### config.mk
export PLATFORM = sky130hd
export DESIGN_NAME = pin_retry_limiter_unit_flat
export DESIGN_NICKNAME = d
export VERILOG_FILES = /design/src/hdl/prl_pkg.sv /design/src/hdl/prl_req_if.sv /design/src/hdl/prl_rsp_if.sv /design/src/hdl/pin_retry_limiter_unit.sv /design/src/flat_wrapper.sv
export SDC_FILE = /design/constraint.sdc
export NUM_CORES = 2
export LEC_CHECK = 0
export BUFFER_PORTS_ARGS = -buffer_cell sky130_fd_sc_hd__buf_2
export CORE_UTILIZATION = 56
export CTS_CLUSTER_SIZE = 16
export DETAILED_ROUTE_END_ITERATION = 10
export GPL_TIMING_DRIVEN = 0
export PLACE_DENSITY = 0.77
export REMOVE_ABC_BUFFERS = 1
export SYNTH_ARGS = -nofsm -noshare
export SYNTH_HDL_FRONTEND = slang
export SYNTH_SLANG_ARGS = --single-unit
### constraint.sdc
create_clock -name i_clk -period 10.8 [get_ports i_clk]
set_input_delay 3.24 -clock i_clk [delete_from_list [all_inputs] [get_ports i_clk]]
set_output_delay 3.24 -clock i_clk [all_outputs]
set_load 0.01 [all_outputs]
### src/hdl/prl_pkg.sv
// Shared types, codes, reset values and helper functions for the PIN retry limiter.
// No dependencies; every other file in hdl uses this package.
package prl_pkg;

    localparam int unsigned PIN_W   = 48;
    localparam int unsigned TIME_W  = 48;
    localparam int unsigned CNT_W   = 4;
    localparam int unsigned DLY_W   = 32;
    localparam int unsigned CFG_IDX_W = 3;
    localparam int unsigned CFG_DAT_W = 48;

    localparam logic [CNT_W-1:0] FAIL_MAX = 4'd15;

    localparam logic [PIN_W-1:0] RST_FACTORY_PIN = 48'h0;
    localparam logic [CNT_W-1:0] RST_FREE_ATT    = 4'd3;
    localparam logic [CNT_W-1:0] RST_LOCK_LIMIT  = 4'd10;
    localparam logic [DLY_W-1:0] RST_BASE_MS     = 32'd60000;
    localparam logic [DLY_W-1:0] RST_CAP_MS      = 32'd3600000;

    localparam logic [PIN_W-1:0] PIN_ASCENDING   = 48'h313233343536;
    localparam logic [PIN_W-1:0] PIN_DESCENDING  = 48'h363534333231;
    localparam logic [7:0]       ASCII_ZERO      = 8'h30;
    localparam logic [7:0]       ASCII_NINE      = 8'h39;

    typedef enum logic [1:0] {
        ACT_VERIFY = 2'd0,
        ACT_CHANGE = 2'd1,
        ACT_CLEAR  = 2'd2,
        ACT_QUERY  = 2'd3
    } t_action;

    typedef enum logic [1:0] {
        ST_OK      = 2'd0,
        ST_LOCKED  = 2'd1,
        ST_RATE    = 2'd2,
        ST_INVALID = 2'd3
    } t_status;

    typedef enum logic [CFG_IDX_W-1:0] {
        CFG_FACTORY_PIN = 3'd0,
        CFG_FREE_ATT    = 3'd1,
        CFG_LOCK_LIMIT  = 3'd2,
        CFG_BASE_MS     = 3'd3,
        CFG_CAP_MS      = 3'd4
    } t_cfg_idx;

    typedef struct packed {
        logic [PIN_W-1:0] factory_pin;
        logic [CNT_W-1:0] free_att;
        logic [CNT_W-1:0] lock_limit;
        logic [DLY_W-1:0] base_ms;
        logic [DLY_W-1:0] cap_ms;
    } t_cfg;

    // Six ASCII digits, not all the same, and neither 123456 nor 654321.
    function automatic logic pin_fmt_ok(input logic [PIN_W-1:0] code);
        logic       digits;
        logic       same;
        logic [7:0] c;
        digits = 1'b1;
        same   = 1'b1;
        for (int k = 0; k < 6; k++) begin
            c = code[PIN_W-1-8*k -: 8];
            if (c < ASCII_ZERO || c > ASCII_NINE) begin
                digits = 1'b0;
            end
            if (c != code[PIN_W-1 -: 8]) begin
                same = 1'b0;
            end
        end
        return digits && !same && code != PIN_ASCENDING && code != PIN_DESCENDING;
    endfunction

    // Remaining wait: doublings = min(count, limit) - free, clamped to the cap once exceeded.
    function automatic logic [DLY_W-1:0] calc_delay(
        input logic              lock,
        input logic [CNT_W-1:0]  fcnt,
        input logic [TIME_W-1:0] last,
        input logic [TIME_W-1:0] now,
        input t_cfg              cfg
    );
        logic [CNT_W-1:0]  top;
        logic [CNT_W-1:0]  nsh;
        logic [TIME_W-1:0] shifted;
        logic [TIME_W-1:0] elapsed;
        logic [DLY_W-1:0]  backoff;
        logic [DLY_W-1:0]  result;
        top = (fcnt < cfg.lock_limit) ? fcnt : cfg.lock_limit;
        nsh = (top > cfg.free_att) ? top - cfg.free_att : '0;
        shifted = {{(TIME_W-DLY_W){1'b0}}, cfg.base_ms} << nsh;
        if (nsh != '0 && shifted > {{(TIME_W-DLY_W){1'b0}}, cfg.cap_ms}) begin
            backoff = cfg.cap_ms;
        end else begin
            backoff = shifted[DLY_W-1:0];
        end
        elapsed = (now >= last) ? now - last : '0;
        if (lock) begin
            result = '1;
        end else if (fcnt < cfg.free_att) begin
            result = '0;
        end else if (elapsed >= {{(TIME_W-DLY_W){1'b0}}, backoff}) begin
            result = '0;
        end else begin
            result = backoff - elapsed[DLY_W-1:0];
        end
        return result;
    endfunction

endpackage

### src/hdl/prl_req_if.sv
// Request channel of the PIN retry limiter: valid/ready plus request payload.
// Depends on prl_pkg for field widths.
interface prl_req_if;
    logic                       valid;
    logic                       ready;
    logic [1:0]                 action;
    logic [prl_pkg::PIN_W-1:0]  pin_code;
    logic [prl_pkg::PIN_W-1:0]  new_code;
    logic [prl_pkg::TIME_W-1:0] now_ms;

    modport source (output valid, action, pin_code, new_code, now_ms, input ready);
    modport sink   (input valid, action, pin_code, new_code, now_ms, output ready);
endinterface

### src/hdl/prl_rsp_if.sv
// Response channel of the PIN retry limiter: valid/ready plus response payload.
// Depends on prl_pkg for field widths.
interface prl_rsp_if;
    logic                      valid;
    logic                      ready;
    logic [1:0]                status;
    logic [prl_pkg::DLY_W-1:0] retry_delay_ms;
    logic [prl_pkg::CNT_W-1:0] failures;
    logic                      locked;

    modport source (output valid, status, retry_delay_ms, failures, locked, input ready);
    modport sink   (input valid, status, retry_delay_ms, failures, locked, output ready);
endinterface

### src/hdl/pin_retry_limiter_unit.sv
// PIN retry limiter top level: failure counter, doubling backoff, lockout, PIN change.
// Depends on prl_pkg, prl_req_if and prl_rsp_if.
//
//  channel   dir  handshake     payload
//  i_req     in   valid/ready   action, pin_code, new_code, now_ms
//  o_rsp     out  valid/ready   status, retry_delay_ms, failures, locked
//  i_cfg_*   in   write enable  i_cfg_idx selects register, i_cfg_data holds value
//
// One request per cycle sustained unless o_rsp stalls; o_rsp.valid rises as it reaches stage 2.
// Stage 0 registers the request, stage 1 holds the post-update state snapshot after the
// verify/update logic, stage 2 is the response register fed by the delay computation.
// Each stage advances when the next one is empty or moving, so o_rsp stalls fill back one
// stage at a time. Synchronous active-low reset clears state and configuration to defaults.
module pin_retry_limiter_unit (
    input  logic                           i_clk,
    input  logic                           i_rst_n,
    input  logic                           i_cfg_we,
    input  logic [prl_pkg::CFG_IDX_W-1:0]  i_cfg_idx,
    input  logic [prl_pkg::CFG_DAT_W-1:0]  i_cfg_data,
    prl_req_if.sink                        i_req,
    prl_rsp_if.source                      o_rsp
);

    prl_pkg::t_cfg r_cfg;

    logic [prl_pkg::CNT_W-1:0]    r_fcnt, n_fcnt;
    logic [prl_pkg::TIME_W-1:0]   r_last, n_last;
    logic                         r_lock, n_lock;
    logic [prl_pkg::PIN_W-1:0]    r_chg_pin, n_chg_pin;
    logic                         r_pin_chg, n_pin_chg;

    logic                         r_s0_vld;
    prl_pkg::t_action             r_s0_act;
    logic [prl_pkg::PIN_W-1:0]    r_s0_pin;
    logic [prl_pkg::PIN_W-1:0]    r_s0_new;
    logic [prl_pkg::TIME_W-1:0]   r_s0_now;

    logic                         r_s1_vld;
    prl_pkg::t_status             r_s1_st, n_s1_st;
    logic [prl_pkg::CNT_W-1:0]    r_s1_fcnt;
    logic [prl_pkg::TIME_W-1:0]   r_s1_last;
    logic                         r_s1_lock;
    logic [prl_pkg::TIME_W-1:0]   r_s1_now;

    logic                         r_s2_vld;
    prl_pkg::t_status             r_s2_st;
    logic [prl_pkg::DLY_W-1:0]    r_s2_dly;
    logic [prl_pkg::CNT_W-1:0]    r_s2_fcnt;
    logic                         r_s2_lock;

    logic s0_rdy, s1_rdy, s2_rdy, adv0, adv1;
    logic [prl_pkg::PIN_W-1:0]  cur_pin;
    logic [prl_pkg::DLY_W-1:0]  pre_dly;
    logic [prl_pkg::CNT_W-1:0]  inc_fcnt;

    assign s2_rdy = !r_s2_vld || o_rsp.ready;
    assign s1_rdy = !r_s1_vld || s2_rdy;
    assign s0_rdy = !r_s0_vld || s1_rdy;
    assign adv0   = r_s0_vld && s1_rdy;
    assign adv1   = r_s1_vld && s2_rdy;

    assign i_req.ready = s0_rdy;

    // configuration registers
    always_ff @(posedge i_clk) begin
        if (!i_rst_n) begin
            r_cfg.factory_pin <= prl_pkg::RST_FACTORY_PIN;
            r_cfg.free_att    <= prl_pkg::RST_FREE_ATT;
            r_cfg.lock_limit  <= prl_pkg::RST_LOCK_LIMIT;
            r_cfg.base_ms     <= prl_pkg::RST_BASE_MS;
            r_cfg.cap_ms      <= prl_pkg::RST_CAP_MS;
        end else if (i_cfg_we) begin
            unique case (prl_pkg::t_cfg_idx'(i_cfg_idx))
                prl_pkg::CFG_FACTORY_PIN: r_cfg.factory_pin <= i_cfg_data;
                prl_pkg::CFG_FREE_ATT:    r_cfg.free_att    <= i_cfg_data[prl_pkg::CNT_W-1:0];
                prl_pkg::CFG_LOCK_LIMIT:  r_cfg.lock_limit  <= i_cfg_data[prl_pkg::CNT_W-1:0];
                prl_pkg::CFG_BASE_MS:     r_cfg.base_ms     <= i_cfg_data[prl_pkg::DLY_W-1:0];
                prl_pkg::CFG_CAP_MS:      r_cfg.cap_ms      <= i_cfg_data[prl_pkg::DLY_W-1:0];
                default: ;
            endcase
        end
    end

    // stage 0: request register
    always_ff @(posedge i_clk) begin
        if (!i_rst_n) begin
            r_s0_vld <= 1'b0;
        end else if (s0_rdy) begin
            r_s0_vld <= i_req.valid;
        end
    end

    always_ff @(posedge i_clk) begin
        if (s0_rdy && i_req.valid) begin
            r_s0_act <= prl_pkg::t_action'(i_req.action);
            r_s0_pin <= i_req.pin_code;
            r_s0_new <= i_req.new_code;
            r_s0_now <= i_req.now_ms;
        end
    end

    // verify and state update
    assign cur_pin  = r_pin_chg ? r_chg_pin : r_cfg.factory_pin;
    assign pre_dly  = prl_pkg::calc_delay(r_lock, r_fcnt, r_last, r_s0_now, r_cfg);
    assign inc_fcnt = (r_fcnt < prl_pkg::FAIL_MAX) ? r_fcnt + 1'b1 : r_fcnt;

    always_comb begin
        n_s1_st   = prl_pkg::ST_OK;
        n_fcnt    = r_fcnt;
        n_last    = r_last;
        n_lock    = r_lock;
        n_chg_pin = r_chg_pin;
        n_pin_chg = r_pin_chg;
        unique case (r_s0_act)
            prl_pkg::ACT_VERIFY, prl_pkg::ACT_CHANGE: begin
                priority if (r_lock) begin
                    n_s1_st = prl_pkg::ST_LOCKED;
                end else if (pre_dly != '0) begin
                    n_s1_st = prl_pkg::ST_RATE;
                end else if (r_s0_pin == cur_pin) begin
                    n_fcnt = '0;
                    n_last = '0;
                    if (r_s0_act == prl_pkg::ACT_CHANGE) begin
                        if (prl_pkg::pin_fmt_ok(r_s0_new)) begin
                            n_chg_pin = r_s0_new;
                            n_pin_chg = 1'b1;
                        end else begin
                            n_s1_st = prl_pkg::ST_INVALID;
                        end
                    end
                end else begin
                    n_s1_st = prl_pkg::ST_INVALID;
                    n_fcnt  = inc_fcnt;
                    n_last  = r_s0_now;
                    n_lock  = (inc_fcnt >= r_cfg.lock_limit);
                end
            end
            prl_pkg::ACT_CLEAR: begin
                n_fcnt = '0;
                n_last = '0;
                n_lock = 1'b0;
            end
            prl_pkg::ACT_QUERY: begin
                priority if (r_lock) begin
                    n_s1_st = prl_pkg::ST_LOCKED;
                end else if (pre_dly != '0) begin
                    n_s1_st = prl_pkg::ST_RATE;
                end else begin
                    n_s1_st = prl_pkg::ST_OK;
                end
            end
            default: ;
        endcase
    end

    always_ff @(posedge i_clk) begin
        if (!i_rst_n) begin
            r_fcnt    <= '0;
            r_last    <= '0;
            r_lock    <= 1'b0;
            r_pin_chg <= 1'b0;
        end else if (adv0) begin
            r_fcnt    <= n_fcnt;
            r_last    <= n_last;
            r_lock    <= n_lock;
            r_pin_chg <= n_pin_chg;
        end
    end

    always_ff @(posedge i_clk) begin
        if (adv0) begin
            r_chg_pin <= n_chg_pin;
        end
    end

    // stage 1: post-update snapshot
    always_ff @(posedge i_clk) begin
        if (!i_rst_n) begin
            r_s1_vld <= 1'b0;
        end else if (s1_rdy) begin
            r_s1_vld <= r_s0_vld;
        end
    end

    always_ff @(posedge i_clk) begin
        if (adv0) begin
            r_s1_st   <= n_s1_st;
            r_s1_fcnt <= n_fcnt;
            r_s1_last <= n_last;
            r_s1_lock <= n_lock;
            r_s1_now  <= r_s0_now;
        end
    end

    // stage 2: response register
    always_ff @(posedge i_clk) begin
        if (!i_rst_n) begin
            r_s2_vld <= 1'b0;
        end else if (s2_rdy) begin
            r_s2_vld <= r_s1_vld;
        end
    end

    always_ff @(posedge i_clk) begin
        if (adv1) begin
            r_s2_st   <= r_s1_st;
            r_s2_dly  <= prl_pkg::calc_delay(r_s1_lock, r_s1_fcnt, r_s1_last, r_s1_now,
                                             r_cfg);
            r_s2_fcnt <= r_s1_fcnt;
            r_s2_lock <= r_s1_lock;
        end
    end

    assign o_rsp.valid          = r_s2_vld;
    assign o_rsp.status         = r_s2_st;
    assign o_rsp.retry_delay_ms = r_s2_dly;
    assign o_rsp.failures       = r_s2_fcnt;
    assign o_rsp.locked         = r_s2_lock;

    a_lock_all_ones: assert property (@(posedge i_clk) disable iff (!i_rst_n)
        o_rsp.valid && o_rsp.locked |-> o_rsp.retry_delay_ms == '1)
        else $error("locked response without all-ones delay");

    a_locked_status: assert property (@(posedge i_clk) disable iff (!i_rst_n)
        o_rsp.valid && o_rsp.status == prl_pkg::ST_LOCKED |-> o_rsp.locked)
        else $error("locked-out status while lock flag is clear");

    a_lock_sticky: assert property (@(posedge i_clk) disable iff (!i_rst_n)
        r_lock && !(adv0 && r_s0_act == prl_pkg::ACT_CLEAR) |=> r_lock)
        else $error("lockout released without a clear request");

    a_s0_hold: assert property (@(posedge i_clk) disable iff (!i_rst_n)
        r_s0_vld && !s1_rdy |=> r_s0_vld && $stable(r_s0_now))
        else $error("stalled request lost from stage 0");

    a_fail_step: assert property (@(posedge i_clk) disable iff (!i_rst_n)
        adv0 && n_s1_st == prl_pkg::ST_RATE |=> $stable(r_fcnt) && $stable(r_last))
        else $error("rate-limited request changed failure state");

endmodule
### src/flat_wrapper.sv
// flat-port wrapper written by rule: the top's interface ports become plain ports
module pin_retry_limiter_unit_flat 
  (i_clk, i_rst_n, i_cfg_we, i_cfg_idx, i_cfg_data, i_req_valid, i_req_action, i_req_pin_code, i_req_new_code, i_req_now_ms, i_req_ready, o_rsp_valid, o_rsp_status, o_rsp_retry_delay_ms, o_rsp_failures, o_rsp_locked, o_rsp_ready);
  prl_req_if i_req_i ();
  prl_rsp_if o_rsp_i ();
  input  logic i_clk;
  input  logic i_rst_n;
  input  logic i_cfg_we;
  input  logic [prl_pkg::CFG_IDX_W-1:0] i_cfg_idx;
  input  logic [prl_pkg::CFG_DAT_W-1:0] i_cfg_data;
  input wire logic [$bits(i_req_i.valid)-1:0] i_req_valid;
  input wire logic [$bits(i_req_i.action)-1:0] i_req_action;
  input wire logic [$bits(i_req_i.pin_code)-1:0] i_req_pin_code;
  input wire logic [$bits(i_req_i.new_code)-1:0] i_req_new_code;
  input wire logic [$bits(i_req_i.now_ms)-1:0] i_req_now_ms;
  output wire logic [$bits(i_req_i.ready)-1:0] i_req_ready;
  output wire logic [$bits(o_rsp_i.valid)-1:0] o_rsp_valid;
  output wire logic [$bits(o_rsp_i.status)-1:0] o_rsp_status;
  output wire logic [$bits(o_rsp_i.retry_delay_ms)-1:0] o_rsp_retry_delay_ms;
  output wire logic [$bits(o_rsp_i.failures)-1:0] o_rsp_failures;
  output wire logic [$bits(o_rsp_i.locked)-1:0] o_rsp_locked;
  input wire logic [$bits(o_rsp_i.ready)-1:0] o_rsp_ready;
  assign i_req_i.valid = i_req_valid;
  assign i_req_i.action = i_req_action;
  assign i_req_i.pin_code = i_req_pin_code;
  assign i_req_i.new_code = i_req_new_code;
  assign i_req_i.now_ms = i_req_now_ms;
  assign i_req_ready = i_req_i.ready;
  assign o_rsp_valid = o_rsp_i.valid;
  assign o_rsp_status = o_rsp_i.status;
  assign o_rsp_retry_delay_ms = o_rsp_i.retry_delay_ms;
  assign o_rsp_failures = o_rsp_i.failures;
  assign o_rsp_locked = o_rsp_i.locked;
  assign o_rsp_i.ready = o_rsp_ready;
  pin_retry_limiter_unit u_core (.i_clk(i_clk), .i_rst_n(i_rst_n), .i_cfg_we(i_cfg_we), .i_cfg_idx(i_cfg_idx), .i_cfg_data(i_cfg_data), .i_req(i_req_i), .o_rsp(o_rsp_i));
endmodule
==> metrics.txt <==
Avg WL per Cell 22.6 um; multi-input logic area 22,800 um^2; largest family of logic cells by synthesized area compound AO/OA/AOI/OAI gates; CP startpoint u_core.r_fcnt[2]; Routed WL 117,000 um; CP Capture Type register; DRC 8; fin crit share 0.970; Hold Path Class reg2reg; status complete, but fails checks; Final Skew 0.0801 ns; Simple-Gate Fraction of Synth Area 0.141; Fill cells 5,392; final non-filler cell area 43,000 um^2; Starting Density 0.568; multiplexer share of the synthesized area 0.0998; DR iter-0 viols 3,358; worst reg2reg startpoint u_core.r_fcnt[2]; min-delay src u_core.r_s1_st[0]; share of cells above drive strength 1 0.152; Avg Cell Area, Syn 9.20 um^2; Layout Utilization 0.652; die area 68,000 um^2; dpl hpwl 86,200 um; IO Pins 243; Slew HR 0.0680; CTS tree built; Net count, final 4,780; GRT Total Usage 0.330; Synth cell types 87; Clock Latency Late Sink 0.69 ns; max-slew violation count 0; DR vias 32,700; CTS clk-pin slew, worst paths 0.06 ns; H-tree levels 2; total grt overflow 0; CORE AREA 66,000 um^2; pin count of the biggest net entering global routing 109; pwr/cell area 178 nW/um^2; cell mode on critical path a21o_1; drt pass-1 iters 9; fin crit period 10.47 ns; Num CTS Buffers 56; endpoints failing setup 0; failing checks DRC; Post-synth EDFFs 336; Slowest cell on crit path dfxtp_1; Critical Path AT 10.96 ns; maximum net fanout on the critical path 28; global-route wire length before repair 175,000 um; worst-margin pin slew 1.40 ns; vias in the first global route 30,300; I/O Buffers 242; Seq. cell area 13,600 um^2; Req. time, crit path 11.28 ns; Leakage 16.9 nW; row cnt 94; Seq/Total Area, Yosys 0.364; Main synth FF type edfxtp_1; CP Class reg2reg; Die Height 261 um; Placed Area 39,700 um^2; Tot Pwr 7.64 mW; Ys Warns 0; maximum VDD drop 0.000149 V; worst hold slack 0.432 ns; Synth Area in Adders 0.107; CTS Buffer Depth 3; clk root buf clkbuf_16; die width 261 um; Vias/cell 6.31; Startpoint Class register; Post-Syn Area 37,500 um^2; DRT antenna net count 0; Syn Inst Count 4,075; Max Freq 95.5 MHz; RD Place Congestion 0.968; Crit path largest cell delay 0.56 ns; post-synthesis compound-gate area fraction 0.204; Synth Area in XOR/XNOR 0.0343; ys async rst share 0; Synth Register Bits 513; hold buffers post-CTS 0; number of max-cap violations 0; Synth-to-Final Area Change 14.7%; initial antenna violation count 12; CTS Sinks 513; final hold violation count 0
[cell families after synthesis]
family	Yosys count
AO/OA/AOI/OAI	1149
AND/OR/NAND/NOR	1118
adder cells (fa/ha/maj)	317
multiplexers	360
buffers and inverters	471
flip-flops	513
XOR/XNOR	147
[placed cells by master (no fill, tap or decap), types with 18 or more instances in the layout]
cell       count
a211oi_1      28
a21boi_0     102
a21o_1       143
a21oi_1      239
a31oi_1       68
a41oi_1       49
and2_1        38
and3_1        33
buf_12        18
buf_2        241
buf_4         50
clkbuf_16     61
dfxtp_1      175
edfxtp_1     336
ha_1         295
inv_1        259
mux2_2        71
mux2i_1      255
nand2_1      486
nand2b_1      44
nand3_1       64
nand4_1       70
nor2_1       159
nor2b_1       35
nor3_1        60
nor4_1        31
o211ai_1      82
o21a_1        41
o21ai_0      194
o21bai_1      26
xnor2_1      110
xor2_1        37
[cells in the mapped netlist, types with 7 or more instances]
cell | n | area (um^2)
o21a_1 | 42 | 315
o21ai_0 | 199 | 996
and4_1 | 11 | 96.3
a211oi_1 | 30 | 225
xor2_1 | 37 | 324
xnor2_1 | 110 | 963
o2111ai_1 | 10 | 87.6
mux2_2 | 71 | 800
inv_1 | 261 | 980
or3_1 | 13 | 81.3
dfxtp_1 | 177 | 3540
o31ai_1 | 8 | 60.1
mux2i_1 | 285 | 2850
a2111oi_0 | 11 | 96.3
a21oi_1 | 252 | 1260
nor3_1 | 61 | 305
o22ai_1 | 11 | 68.8
a211o_1 | 12 | 105
a31oi_1 | 73 | 457
a41oi_1 | 51 | 447
nand2b_1 | 46 | 288
nor2_1 | 162 | 608
and2_1 | 44 | 275
o211ai_1 | 82 | 616
a221oi_1 | 10 | 87.6
or4_1 | 8 | 60.1
nand2_1 | 491 | 1840
buf_2 | 31 | 155
nor2b_1 | 39 | 244
nand3_1 | 65 | 325
and3_1 | 36 | 225
buf_1 | 14 | 52.6
nand3b_1 | 7 | 52.6
nand4_1 | 70 | 438
o21bai_1 | 27 | 203
or2_2 | 14 | 87.6
a21boi_0 | 103 | 773
ha_1 | 311 | 3890
clkbuf_1 | 155 | 582
a21o_1 | 143 | 1070
o21ai_1 | 9 | 45.0
nor4_1 | 33 | 206
edfxtp_1 | 336 | 10100
[through the flow]
| stage | TNS [ns] | cells | setup WS, ns |
|---|---|---|---|
| after floorplan | -1211.18 | 3866 | -8.01 |
| after global placement | -2857.11 | 4972 | -14.95 |
| after detailed placement | -352.19 | 5001 | -2.28 |
| after CTS | 0 | 5131 | 0.0204 |
| after global routing | -0.619 | 5182 | -0.0429 |
| final | 0 | 5184 | 0.328 |
[state kept, by name, summed over array words and instances (netlist names), 32 cells and up]
name                         count
u_core.r_cfg                   120
u_core.r_chg_pin                48
u_core.r_last                   48
u_core.r_s0_new                 48
u_core.r_s0_now                 48
u_core.r_s0_pin                 48
u_core.r_s1_last                48
u_core.r_s1_now                 48
u_core.o_rsp.retry_delay_ms     32
[layout make-up]
type                    instances  share of cell area
repair buffers                332              0.0574
clock inverters                43              0.0128
well taps                     864              0.0251
diodes                         11            0.000640
clock buffers                  63              0.0337
inverters                     262              0.0232
flip-flops and latches        513               0.317
multi-input cells            3096               0.530
[critical path, delay by kind of cell (launching register included)]
| family | cells | cell delay (ns) |
|---|---|---|
| fa+ha+maj | 5 | 1.65 |
| flops | 1 | 0.56 |
| simple gates | 6 | 1.25 |
| compound gates | 22 | 3.92 |
| mux | 7 | 1.55 |
| buf+inv | 7 | 1.25 |
[routing by layer]
layer | up-vias | routed length, um | GRT usage
met5 | - | 0 | 0
li1 | 15400 | - | -
met4 | 0 | 4580 | 0.124
met2 | 1372 | 53500 | 0.534
met3 | 242 | 9360 | 0.0457
met1 | 15700 | 49400 | 0.448
[where the power goes]
| part | leakage [nW] | internal [mW] | total (mW) | switching [mW] |
|---|---|---|---|---|
| logic | 11.3 | 1.32 | 3.28 | 1.95 |
| clock network | 0.973 | 1.20 | 2.06 | 0.869 |
| registers | 4.63 | 2.21 | 2.30 | 0.0888 |
[path summary, 6_finish.rpt]
| kind | endpoint | slack (ns) | depth (start not counted) |
|---|---|---|---|
| max reg2reg | u_core.r_last[1] | 0.33 | 47 |
| min reg2reg | u_core.o_rsp.status[0] | 0.43 | 0 |
| max | u_core.r_last[1] | 0.33 | 47 |
| min | u_core.o_rsp.status[0] | 0.43 | 0 |
[what timing repair did]
| action | in CTS | in global routing |
|---|---|---|
| pin swaps | 10 | 14 |
| buffers inserted | 22 | 34 |
| endpoints found under the setup margin | 189 | 189 |
| cloned | 4 | 7 |
| gates resized for setup | 47 | 99 |
(Power assumes the default switching activity.)
